**src/ptt_pkg.sv**
```systemverilog
// ----------------------------------------------------------------------------
// Periodic timer table package
// Shared constants and types for the timer table block.
// ----------------------------------------------------------------------------
package ptt_pkg;

	localparam int unsigned SLOTS_DEF = 16;
	localparam logic [31:0] PEND_MAX = 32'hffff_ffff;

	typedef enum logic [2:0] {
		MODE_TICK    = 3'd0,
		MODE_SERVICE = 3'd1,
		MODE_SET     = 3'd2,
		MODE_CANCEL  = 3'd3,
		MODE_UPDATE  = 3'd4
	} mode_t;

	typedef enum logic [1:0] {
		KIND_EXPIRED = 2'd0,
		KIND_SET     = 2'd1,
		KIND_DONE    = 2'd2
	} kind_t;

endpackage

```
**src/ptt_ram.sv**
```systemverilog
// ----------------------------------------------------------------------------
// Generic RAM
// Single write port, single read port, registered read data.
// ----------------------------------------------------------------------------
module ptt_ram #(
	parameter int unsigned WIDTH = 32,
	parameter int unsigned DEPTH = 16
) (
	input  logic                     clk,
	input  logic                     we,
	input  logic [$clog2(DEPTH)-1:0] waddr,
	input  logic [WIDTH-1:0]         wdata,
	input  logic [$clog2(DEPTH)-1:0] raddr,
	output logic [WIDTH-1:0]         rdata
);
	logic [WIDTH-1:0] mem [DEPTH];

	always_ff @(posedge clk) begin
		if (we) begin
			mem[waddr] <= wdata;
		end
		rdata <= mem[raddr];
	end
endmodule

```
**src/ptt_mod.sv**
```systemverilog
// ----------------------------------------------------------------------------
// Sequential modulo unit
// Computes a mod b for 32-bit unsigned values, one quotient bit per cycle.
// ----------------------------------------------------------------------------
module ptt_mod (
	input  logic        clk,
	input  logic        arst_n,
	input  logic        start,
	input  logic [31:0] num,
	input  logic [31:0] den,
	output logic        done,
	output logic [31:0] rem
);
	logic [32:0] r_q;
	logic [31:0] n_q;
	logic [31:0] d_q;
	logic [5:0]  cnt_q;
	logic        busy_q;
	logic [32:0] shifted;
	logic [32:0] diff;

	assign shifted = {r_q[31:0], n_q[31]};
	assign diff = shifted - {1'b0, d_q};

	always_ff @(posedge clk or negedge arst_n) begin
		if (!arst_n) begin
			busy_q <= 1'b0;
			cnt_q <= '0;
			done <= 1'b0;
		end else begin
			done <= 1'b0;
			if (start) begin
				busy_q <= 1'b1;
				cnt_q <= 6'd32;
			end else if (busy_q) begin
				cnt_q <= cnt_q - 6'd1;
				if (cnt_q == 6'd1) begin
					busy_q <= 1'b0;
					done <= 1'b1;
				end
			end
		end
	end

	always_ff @(posedge clk) begin
		if (start) begin
			r_q <= '0;
			n_q <= num;
			d_q <= den;
		end else if (busy_q) begin
			n_q <= {n_q[30:0], 1'b0};
			r_q <= diff[32] ? shifted : diff;
		end
	end

	assign rem = r_q[31:0];
endmodule

```
**src/periodic_timer_table_top.sv**
```systemverilog
// ----------------------------------------------------------------------------
// Periodic timer table
// Table of periodic timer slots driven by tick, service, set, cancel, update.
// ----------------------------------------------------------------------------
// Input beats arrive on s_axis; results leave on m_axis, the last result of
// each input beat carrying tlast. A cfg write sets service_on_request and is
// made only while the block is idle.
// Set scans the active flags one slot per cycle for the first free slot. A
// service visits the slots in order through the slot memories; an expiring
// slot that reloads also runs the bit-serial modulo. One item is processed at
// a time.
// Each result is held in an output register until taken; while the receiver
// stalls the walk waits, so nothing is lost. Reset clears all active flags,
// the pending count and the register; the slot memories need no clearing.
// ----------------------------------------------------------------------------
module periodic_timer_table_top #(
	parameter int unsigned SLOTS = ptt_pkg::SLOTS_DEF
) (
	input  logic        clk,
	input  logic        arst_n,
	input  logic        cfg_valid,
	output logic        cfg_ready,
	input  logic        cfg_data,
	input  logic        s_axis_tvalid,
	output logic        s_axis_tready,
	// mode[2:0], slot[6:3], interval[38:7], repeat_count[70:39], zero fill
	input  logic [71:0] s_axis_tdata,
	output logic        m_axis_tvalid,
	input  logic        m_axis_tready,
	// kind[1:0], slot_index[5:2], full_res[6], zero fill
	output logic [7:0]  m_axis_tdata,
	output logic        m_axis_tlast
);
	import ptt_pkg::*;

	localparam int unsigned AW = (SLOTS > 1) ? $clog2(SLOTS) : 1;
	localparam int unsigned RD = 1 << AW;

	typedef enum logic [7:0] {
		ST_IDLE  = 8'b0000_0001,
		ST_DEC   = 8'b0000_0010,
		ST_RD    = 8'b0000_0100,
		ST_EVAL  = 8'b0000_1000,
		ST_MOD   = 8'b0001_0000,
		ST_WB    = 8'b0010_0000,
		ST_OUT   = 8'b0100_0000,
		ST_SCAN  = 8'b1000_0000
	} state_t;

	state_t state_q;
	logic sor_q;
	logic [31:0] pend_q;
	logic [31:0] d_q;
	logic [RD-1:0] act_q;
	logic [2:0] mode_q;
	logic [3:0] slot_q;
	logic [AW-1:0] slot_ix;
	logic [31:0] ivl_q;
	logic [31:0] rep_q;
	logic [AW:0] idx_q;
	logic [AW-1:0] ix;
	logic out_last_q;
	logic [1:0] out_kind_q;
	logic [3:0] out_idx_q;
	logic out_full_q;
	logic out_pend_q;
	logic out_load;
	logic svc_q;

	logic we;
	logic [AW-1:0] waddr;
	logic [31:0] w_rem, w_ivl, w_rep;
	logic [31:0] r_rem, r_ivl, r_rep;
	logic [31:0] new_rem_q;
	logic [31:0] new_rep_q;
	logic reload_q;

	logic mod_start, mod_done;
	logic [31:0] mod_rem;
	logic slot_ok;

	assign ix = idx_q[AW-1:0];
	assign slot_ix = AW'(slot_q);
	assign slot_ok = ({28'd0, slot_q} < 32'(SLOTS));
	assign out_load = ((state_q == ST_EVAL && act_q[ix] && !(r_rem > d_q)) ||
		state_q == ST_OUT) && (!out_pend_q || m_axis_tready);

	ptt_ram #(.WIDTH(32), .DEPTH(RD)) u_rem (
		.clk(clk), .we(we), .waddr(waddr), .wdata(w_rem), .raddr(ix), .rdata(r_rem));
	ptt_ram #(.WIDTH(32), .DEPTH(RD)) u_ivl (
		.clk(clk), .we(we), .waddr(waddr), .wdata(w_ivl), .raddr(ix), .rdata(r_ivl));
	ptt_ram #(.WIDTH(32), .DEPTH(RD)) u_rep (
		.clk(clk), .we(we), .waddr(waddr), .wdata(w_rep), .raddr(ix), .rdata(r_rep));

	ptt_mod u_mod (
		.clk(clk), .arst_n(arst_n), .start(mod_start),
		.num(d_q - r_rem), .den(r_ivl), .done(mod_done), .rem(mod_rem));

	assign cfg_ready = (state_q == ST_IDLE);
	assign s_axis_tready = (state_q == ST_IDLE);
	assign m_axis_tvalid = out_pend_q;
	assign m_axis_tdata = {1'b0, out_full_q, out_idx_q, out_kind_q};
	assign m_axis_tlast = out_last_q;

	always_comb begin
		we = 1'b0;
		waddr = ix;
		w_rem = new_rem_q;
		w_ivl = r_ivl;
		w_rep = new_rep_q;
		mod_start = 1'b0;
		if (state_q == ST_DEC && (mode_q == MODE_UPDATE) && slot_ok) begin
			waddr = slot_ix;
			we = act_q[slot_ix] && (SLOTS >= 16 || 32'(slot_q) < 32'(SLOTS));
			w_rem = ivl_q;
			w_ivl = ivl_q;
			w_rep = rep_q;
		end else if (state_q == ST_SCAN && !act_q[ix] && idx_q < (AW+1)'(SLOTS)) begin
			we = 1'b1;
			w_rem = ivl_q;
			w_ivl = ivl_q;
			w_rep = rep_q;
		end else if (state_q == ST_WB) begin
			we = 1'b1;
			w_rem = reload_q ? ((r_ivl == 32'd0) ? 32'd0 : r_ivl - mod_rem) : new_rem_q;
		end
		if (state_q == ST_EVAL && act_q[ix] && !(r_rem > d_q) &&
			!(r_rep == 32'd1) && r_ivl != 32'd0) begin
			mod_start = 1'b1;
		end
	end

	always_ff @(posedge clk or negedge arst_n) begin
		if (!arst_n) begin
			state_q <= ST_IDLE;
			sor_q <= 1'b0;
			pend_q <= '0;
			act_q <= '0;
			out_pend_q <= 1'b0;
			idx_q <= '0;
			svc_q <= 1'b0;
		end else begin
			if (out_load) begin
				out_pend_q <= 1'b1;
			end else if (out_pend_q && m_axis_tready) begin
				out_pend_q <= 1'b0;
			end
			case (state_q)
				ST_IDLE: begin
					if (cfg_valid) begin
						sor_q <= cfg_data;
					end
					if (s_axis_tvalid) begin
						state_q <= ST_DEC;
					end
				end
				ST_DEC: begin
					idx_q <= '0;
					svc_q <= 1'b0;
					case (mode_q)
						MODE_TICK: begin
							if (sor_q) begin
								if (pend_q != PEND_MAX) pend_q <= pend_q + 32'd1;
								state_q <= ST_OUT;
							end else begin
								d_q <= (pend_q != PEND_MAX) ? pend_q + 32'd1 : pend_q;
								pend_q <= '0;
								svc_q <= 1'b1;
								state_q <= ST_RD;
							end
						end
						MODE_SERVICE: begin
							d_q <= pend_q;
							pend_q <= '0;
							svc_q <= 1'b1;
							state_q <= ST_RD;
						end
						MODE_SET: state_q <= ST_SCAN;
						MODE_CANCEL: begin
							if (slot_ok) act_q[slot_ix] <= 1'b0;
							state_q <= ST_OUT;
						end
						default: state_q <= ST_OUT;
					endcase
				end
				ST_SCAN: begin
					if (idx_q >= (AW+1)'(SLOTS)) begin
						state_q <= ST_OUT;
					end else if (!act_q[ix]) begin
						act_q[ix] <= 1'b1;
						state_q <= ST_OUT;
					end else begin
						idx_q <= idx_q + 1'b1;
					end
				end
				ST_RD: begin
					if (idx_q >= (AW+1)'(SLOTS)) begin
						state_q <= ST_OUT;
					end else begin
						state_q <= ST_EVAL;
					end
				end
				ST_EVAL: begin
					if (!act_q[ix]) begin
						idx_q <= idx_q + 1'b1;
						state_q <= ST_RD;
					end else if (r_rem > d_q) begin
						new_rem_q <= r_rem - d_q;
						new_rep_q <= r_rep;
						reload_q <= 1'b0;
						state_q <= ST_WB;
					end else if (!out_pend_q || m_axis_tready) begin
						new_rep_q <= (r_rep != 32'd0) ? r_rep - 32'd1 : r_rep;
						reload_q <= 1'b1;
						if (r_rep == 32'd1) begin
							act_q[ix] <= 1'b0;
							idx_q <= idx_q + 1'b1;
							state_q <= ST_RD;
						end else if (r_ivl == 32'd0) begin
							state_q <= ST_WB;
						end else begin
							state_q <= ST_MOD;
						end
					end
				end
				ST_MOD: begin
					if (mod_done) state_q <= ST_WB;
				end
				ST_WB: begin
					idx_q <= idx_q + 1'b1;
					state_q <= ST_RD;
				end
				ST_OUT: begin
					if (!out_pend_q || m_axis_tready) begin
						state_q <= ST_IDLE;
					end
				end
				default: state_q <= ST_IDLE;
			endcase
		end
	end

	always_ff @(posedge clk) begin
		if (state_q == ST_IDLE && s_axis_tvalid) begin
			mode_q <= s_axis_tdata[2:0];
			slot_q <= s_axis_tdata[6:3];
			ivl_q <= s_axis_tdata[38:7];
			rep_q <= s_axis_tdata[70:39];
		end
		if (state_q == ST_EVAL && act_q[ix] && !(r_rem > d_q) &&
			(!out_pend_q || m_axis_tready)) begin
			out_kind_q <= KIND_EXPIRED;
			out_idx_q <= 4'(ix);
			out_full_q <= 1'b0;
			out_last_q <= 1'b0;
		end
		if (state_q == ST_OUT && (!out_pend_q || m_axis_tready)) begin
			out_last_q <= 1'b1;
			if (mode_q == MODE_SET && !svc_q) begin
				out_kind_q <= KIND_SET;
				out_full_q <= (idx_q >= (AW+1)'(SLOTS));
				out_idx_q <= (idx_q >= (AW+1)'(SLOTS)) ? 4'd0 : 4'(ix);
			end else begin
				out_kind_q <= KIND_DONE;
				out_full_q <= 1'b0;
				out_idx_q <= 4'd0;
			end
		end
	end
endmodule

```
**config.mk**
```make
export PLATFORM = sky130hd
export DESIGN_NAME = periodic_timer_table_top
export DESIGN_NICKNAME = d
export VERILOG_FILES = /design/src/ptt_pkg.sv /design/src/ptt_ram.sv /design/src/ptt_mod.sv /design/src/periodic_timer_table_top.sv
export SDC_FILE = /design/constraint.sdc
export NUM_CORES = 2
export LEC_CHECK = 0
export BUFFER_PORTS_ARGS = -buffer_cell sky130_fd_sc_hd__buf_2
export CORE_ASPECT_RATIO = 0.75
export CORE_MARGIN = 4
export CORE_UTILIZATION = 43
export CTS_BUF_LIST = sky130_fd_sc_hd__clkbuf_4
export CTS_CLUSTER_DIAMETER = 50
export DETAILED_ROUTE_END_ITERATION = 6
export GPL_TIMING_DRIVEN = 1
export SLEW_MARGIN = 0
export SYNTH_ARGS = -nofsm -noshare
export SYNTH_HDL_FRONTEND = slang
export SYNTH_HIERARCHICAL = 1
export SYNTH_SLANG_ARGS = --single-unit
export TNS_END_PERCENT = 5
```
**constraint.sdc**
```tcl
create_clock -name clk -period 7.55 [get_ports clk]
set_input_delay 0.755 -clock clk [delete_from_list [all_inputs] [get_ports clk]]
set_output_delay 0.755 -clock clk [all_outputs]
set_load 0.01 [all_outputs]
```
==> Word-level counts from Yosys, hierarchy flattened <==
Memories as Yosys holds them, arrays and structs flattened. A register that Yosys moved wholly into a read port is not among the register bits.
Cells that the tools add are included.
Widths: inputs -> output; s select.
{ "totals": {"register_bits": 344, "mem_bits_rw": 1536, "out_inout_bits": 12, "word_cells": 208, "mem_count": 3} }
{ "memory_table": {"columns": ["name", "depth", "word_bits", "rd", "rd_ports_with_merged_regs", "wr", "line", "source"], "rows": [
  ["u_ivl.mem", 16, 32, 1, 1, 1, "ptt_ram.sv:16", "logic [WIDTH-1:0] mem [DEPTH];"],
  ["u_rem.mem", 16, 32, 1, 1, 1, "ptt_ram.sv:16", null],
  ["u_rep.mem", 16, 32, 1, 1, 1, "ptt_ram.sv:16", null]
]} }
{ "op_classes": {"n_addsub": 8, "order_cmp": 7, "n_eq_ne": 32, "muxes": 87, "bitwise_logic": 5, "reduce_logical": 41} }
{ "op_table": {"columns": ["cell", "n"], "rows": [
  ["$mux 32", 18],
  ["$pmux 32 s2", 2],
  ["$mux 16", 7],
  ["$sub 32x32->32", 3],
  ["$mux 8", 8],
  ["$pmux 8 s8", 1],
  ["$reduce_bool 32->1", 2],
  ["$pmux 16 s3", 1],
  ["$sub 33x32->33", 1],
  ["$add 32x1->32 const B", 1],
  ["$and 16x16->16", 2],
  ["$eq 32x1->1 const B", 1],
  ["$gt 32x32->1", 1],
  ["$logic_not 32->1", 1],
  ["$ne 32x32->1 const B", 1],
  ["$not 16->16", 2],
  ["$sub 32x1->32 const B", 1],
  ["$mux 5", 6],
  ["$mux 6", 4],
  ["$pmux 8 s3", 1],
  ["$mux 1", 23],
  ["$mux 4", 5],
  ["$pmux 5 s4", 1],
  ["$or 16x16->16", 1],
  ["other kinds (40)", 86]
]} }

==> Depth between registers and ports, before layout <==
{ "logic_depth": {"ltp_word": 11, "mapped_depth": 17, "mapped_depth_nobuf": 14} }

==> By module <==
Netlist, hierarchy kept.
{ "by_module_without_submodules": {"columns": ["mod", "n_inst", "cells_each", "area_each_um2", "seq_area_each_um2"], "rows": [
  ["ptt_ram", 3, 838, 19835.3, 16015.4],
  ["periodic_timer_table_top", 1, 1922, 17056.4, 6877.8],
  ["ptt_mod", 1, 637, 6254.7, 2762.6]
]} }

==> Worst setup path after synthesis <==
OpenSTA, ideal clock, no wires.
{ "synth_path": {"path_kind": "register to register", "start": "register d_q[22] (netlist name)", "end": "register u_mod.n_q[0] (enable)", "setup_time_ns": 0.387, "arrival_ns": 6.258, "required_time_ns": 7.163, "slack_ns": 0.906, "path_stages_with_launch": 17, "path_buffers": 4, "path_cell_list": "edfxtp_1 inv_1 ha_1 buf_4 nand4_1 or3_1 or4_1 nor3b_1 a21oi_1 o21a_2 buf_4 nand2_1 nor3_1 clkbuf_1 nor2_1 clkbuf_1 inv_1"} }
{ "synth_rtl": {"columns": ["item", "line", "source"], "rows": [
  ["end signal, assigned", "ptt_mod.sv:48", "n_q <= num;"],
  ["end signal, assigned", "ptt_mod.sv:51", "n_q <= {n_q[30:0], 1'b0};"],
  ["end, declared", "ptt_mod.sv:15", "logic [31:0] n_q;"]
]} }

==> Final worst setup path <==
{ "layout_path": {"start": "register idx_q[0]", "end": "memory u_rep.mem[1][1] (enable)"} }
{ "layout_between": {"elab_chain_cells": 9, "word_cells_on_any_way": 11, "cone_classes": "order compare: 1; mux: 7; reduce/logical: 3"} }
{ "layout_rtl": {"columns": ["item", "line", "source"], "rows": [
  ["start, declared", "periodic_timer_table_top.sv:60", "logic [AW:0] idx_q;"],
  ["start signal, assigned", "periodic_timer_table_top.sv:193", "idx_q <= idx_q + 1'b1;"],
  ["start signal, assigned", "periodic_timer_table_top.sv:205", "idx_q <= idx_q + 1'b1;"],
  ["start signal, assigned", "periodic_timer_table_top.sv:217", "idx_q <= idx_q + 1'b1;"],
  ["$bmux 1 s4", "periodic_timer_table_top.sv:118", "end else if (state_q == ST_SCAN && !act_q[ix] && idx_q < (AW+1)'(SLOTS)) begin"],
  ["$mux 1 (implied by the code)", "periodic_timer_table_top.sv:118", null],
  ["$logic_not 1->1", null, null],
  ["$logic_and 1x1->1", "periodic_timer_table_top.sv:118", null],
  ["$logic_and 1x1->1 *", "periodic_timer_table_top.sv:118", null],
  ["$mux 1 *", "periodic_timer_table_top.sv:118", null],
  ["$mux 1 *", "periodic_timer_table_top.sv:112", "if (state_q == ST_DEC && (mode_q == MODE_UPDATE) && slot_ok) begin"],
  ["via we", "periodic_timer_table_top.sv:70", "logic we;"],
  ["$mux 1 *", "ptt_ram.sv:19", "if (we) begin"],
  ["$mux 1 (implied by the code) *", "ptt_ram.sv:20", "mem[waddr] <= wdata;"],
  ["end, declared", "ptt_ram.sv:16", null]
]} }
Mark *: on every way through the listed nets, which the timed path passes. The rest lies on a longest branch. The select of a mux whose other input is x is not followed.

==> summary.txt <==
Status
  • Status: completed

Critical path
  • Worst path required time: 8.41 ns
  • Crit path DAT: 6.20 ns
  • Startpoint types: flop
  • Critical Path Fanout Max: 33
  • R2R setup slack: 2.21 ns
  • Worst Setup End Kind: flop
  • CP Class: flop to flop

Global routing
  • Largest net degree at the start of global routing: 138
  • Initial antenna violation count: 5
  • Met1 usage: 32.4%
  • Top Usage Layer GRT: met1
  • Vias in the first global route: 48.2k
  • Met2 track demand over resource: 30.1%
  • GR Overflow Total: 0
  • GR Util met3: 4.67%
  • Gr usage total: 21.0%
  • First-pass GRT wire length: 315000 µm

Power and ir drop
  • Peak VDD IR: 0.000205 V
  • Sequential Power Share: 57.2%
  • Combinational group share of total power: 0.3%
  • Clock Power Share: 42.5%
  • Switching fraction of total power: 20.8%
  • Sw power: 0.00427 W
  • Power per cell area: 219 mW/mm²
  • Total internal power: 0.0162 W
  • Leakage: 28.0 nW

Routing
  • Router iterations before antenna repair: 6
  • Total number of vias: 48.6k
  • DR vias/cell: 5.72
  • Drt total wl: 214000 µm
  • # DRC: 0
  • DRT antenna net count: 0
  • Drt wl/cell: 25.2 µm
  • Initial DRC count: 5199

Synthesis
  • Synth top cells by count: 1775 x edfxtp_1, 490 x nand2_1, 394 x mux4_2
  • Async set-reset flop share out of synthesis: 3.64%
  • Area leader, netlist: edfxtp_1
  • Top FF cell, synth: edfxtp_1
  • Syn Nets: 5290
  • Gate Count Post-Synth: 5073
  • Register area share after synthesis: 69.7%
  • Area contributors post-synth: edfxtp_1 64%, mux4_2 11%, dfxtp_1 3.1%
  • Count of cell types in the netlist: 94
  • Avg Cell Area, Syn: 16.3 µm²
  • Synth warn: 6
  • Share of the synthesized area in the top cell type: 64.4%
  • Top-count cell post-synth: edfxtp_1
  • Syn Std Cell Area: 0.0828 mm²
  • Post-synth EDFFs: 1775
  • Register bit total from synthesis: 1976

CTS
  • CTS tree: done
  • Clk Latency, worst-skew pair: 1.25 ns
  • CTS H-Tree Depth: 5
  • Post-CTS Setup Bufs: 0
  • Hold_buf cts: 77
  • Cts bufs inserted: 458
  • Clk sinks: 1976
  • Clock transition at the registers of the reported paths: 0.06 ns
  • Post-CTS resize count: 0
  • CTS Buffer Depth: 4
  • CTS root buf: clkbuf_4

Final layout
  • Share of layout cells above drive strength 1: 24.8%
  • P&R area growth vs syn: 13.0%
  • Final Util: 48.9%
  • FILL cells: 16.3k
  • Area taken by flip-flops and latches: 0.0577 mm²
  • Area used by multi-input combinational logic: 0.0238 mm²
  • Final instance area: 0.0936 mm²
  • Fin cells: 8495
  • Layout net count: 5784

STA
  • Final Hold Vio Count: 0
  • Actual slew at the worst max-slew pin: 1.30 ns
  • Headroom to the max-slew limit: 12.6%
  • RSZ-0062 raised after global routing: false
  • Clock skew: 0.123 ns
  • Slew Limit Fails: 0
  • Finish-stage setup viols: 0
  • Setup TNS: 0 ns
  • Crit share post-route: 70.8%
  • Fmax: 0.187 GHz
  • Final min period: 5.34 ns

Worst hold path
  • Worst min-delay path class: primary input to flop

Placed design
  • Port Buffers: 87
  • RePlAce Congestion: 0.869
  • Detailed placer's ending HPWL: 130000 µm
  • Placed cell area: 0.0867 mm²
  • Placed cell count: 7568

Floorplanning
  • I/O Pins: 90
  • Die width: 515 µm
  • Die ar.: 0.200 mm²
  • Starting Density: 43.3%
  • Chip Height: 388 µm
  • Core area: 0.191 mm²
  • # rows: 139

Job
  • Max Cap Viol: 0
worst max-delay path: stages (launching register included):
cell     delay, ns
dfrtp_4       0.87
mux4_2        0.60
mux4_2        0.59
nor3_1        0.46
or3_1         0.59
or3b_2        0.62
nor2_4        0.86
buf_4         0.41
cell families after synthesis:
kind of cell | count (synthesis) | synth area share (%)
flops | 1976 | 69.7
simple gates | 1062 | 6.01
compound gates | 870 | 7.00
mux | 438 | 11.3
buf+inv | 421 | 2.14
xor+xnor | 166 | 1.76
fa+ha+maj | 139 | 2.14
other cells | 1 | 0.00453
state kept, by name (all words and copies together) (netlist names), 8 cells and up:
| register | flops |
|---|---|
| d_q | 32 |
| u_ivl/rdata | 32 |
| u_mod/r_q | 32 |
| act_q | 16 |
| pend_q | 32 |
| rep_q | 32 |
| new_rem_q | 32 |
| u_rem/rdata | 32 |
| u_rep/mem | 512 |
| ivl_q | 32 |
| state_q | 8 |
| u_mod/n_q | 32 |
| u_mod/d_q | 32 |
| u_rep/rdata | 32 |
| u_rem/mem | 512 |
| new_rep_q | 32 |
| u_ivl/mem | 512 |
cells in the final DEF, fill, tap and decap left out, types with 19 or more instances in the layout:
cell type	netlist	routed
edfxtp_1	1775	1775
clkbuf_4	0	697
nand2_1	490	490
mux4_2	394	394
a22oi_1	211	211
o21ai_0	196	178
inv_1	168	168
a21oi_1	158	157
nor2_1	188	148
ha_1	135	135
dfxtp_1	129	129
buf_4	37	120
clkinv_1	0	115
xnor2_1	97	97
buf_2	29	86
dlygate4sd3_1	0	77
a21o_1	69	69
xor2_1	69	69
dfrtp_1	71	69
nand3_1	59	59
nor2_4	1	41
mux2_2	38	38
nor3_1	51	37
a31oi_1	37	37
nand4_1	35	35
nor2b_1	41	35
nand2b_1	33	33
nor4_1	28	28
and3_1	27	27
o21bai_1	22	22
o31ai_1	21	20
o21ai_1	2	20
a311oi_1	19	19
final timing paths:
| kind | start | endpoint | cells after the start |
|---|---|---|---|
| max in group asynchronous | arst_n | pend_q[6]$_DFFE_PN0P_ | 3 |
| worst min-delay path | s_axis_tdata[32] | ivl_q[25]$_DFFE_PP_ | 2 |
| worst max-delay path | idx_q[0]$_DFFE_PN0P_ | u_rep/mem[1][1]$_DFFE_PP_ | 7 |
| worst min register to register | svc_q$_DFFE_PN0P_ | svc_q$_DFFE_PN0P_ | 1 |
| worst max register to register | idx_q[0]$_DFFE_PN0P_ | u_rep/mem[1][1]$_DFFE_PP_ | 7 |
| min in group asynchronous | arst_n | u_mod/cnt_q[0]$_DFFE_PN0P_ | 3 |
per-layer routing:
layer	part of all wire, %	vias up	wire, µm
li1	-	21300	-
met1	46	25000	98800
met2	43	1984	92800
met3	8.2	296	17600
met4	2.2	0	4670
met5	0	-	0
power groups by stage:
stage	Clock, W	Sequential (W)	Combinational [W]
detailed placement	0	0.0120	0.0000366
floorplan	0	0.0120	0.000000715
CTS	0.00897	0.0117	0.0000681
finish	0.00872	0.0117	0.0000683
global placement	0	0.0120	0.0000363
global route	0.00957	0.0117	0.0000745
layout make-up:
type                    instances  share of cell area, %
flip-flops and latches       1976                   61.6
multi-input cells            2676                   25.5
clock buffers                 697                   5.59
clock inverters               148                  0.896
diodes                          5                 0.0134
well taps                    2538                   3.39
repair buffers                287                   2.33
inverters                     168                  0.674
stage by stage:
stage,hold WS [ns],total power (W),setup slack (ns)
finish,0.235,0.0205,2.21
global placement,0.453,0.0120,2.08
floorplan,0.431,0.0120,0.906
global route,0.115,0.0214,1.92
detailed placement,0.458,0.0120,1.89
CTS,0.0812,0.0208,1.86
Power figures use the tool's default switching activity.
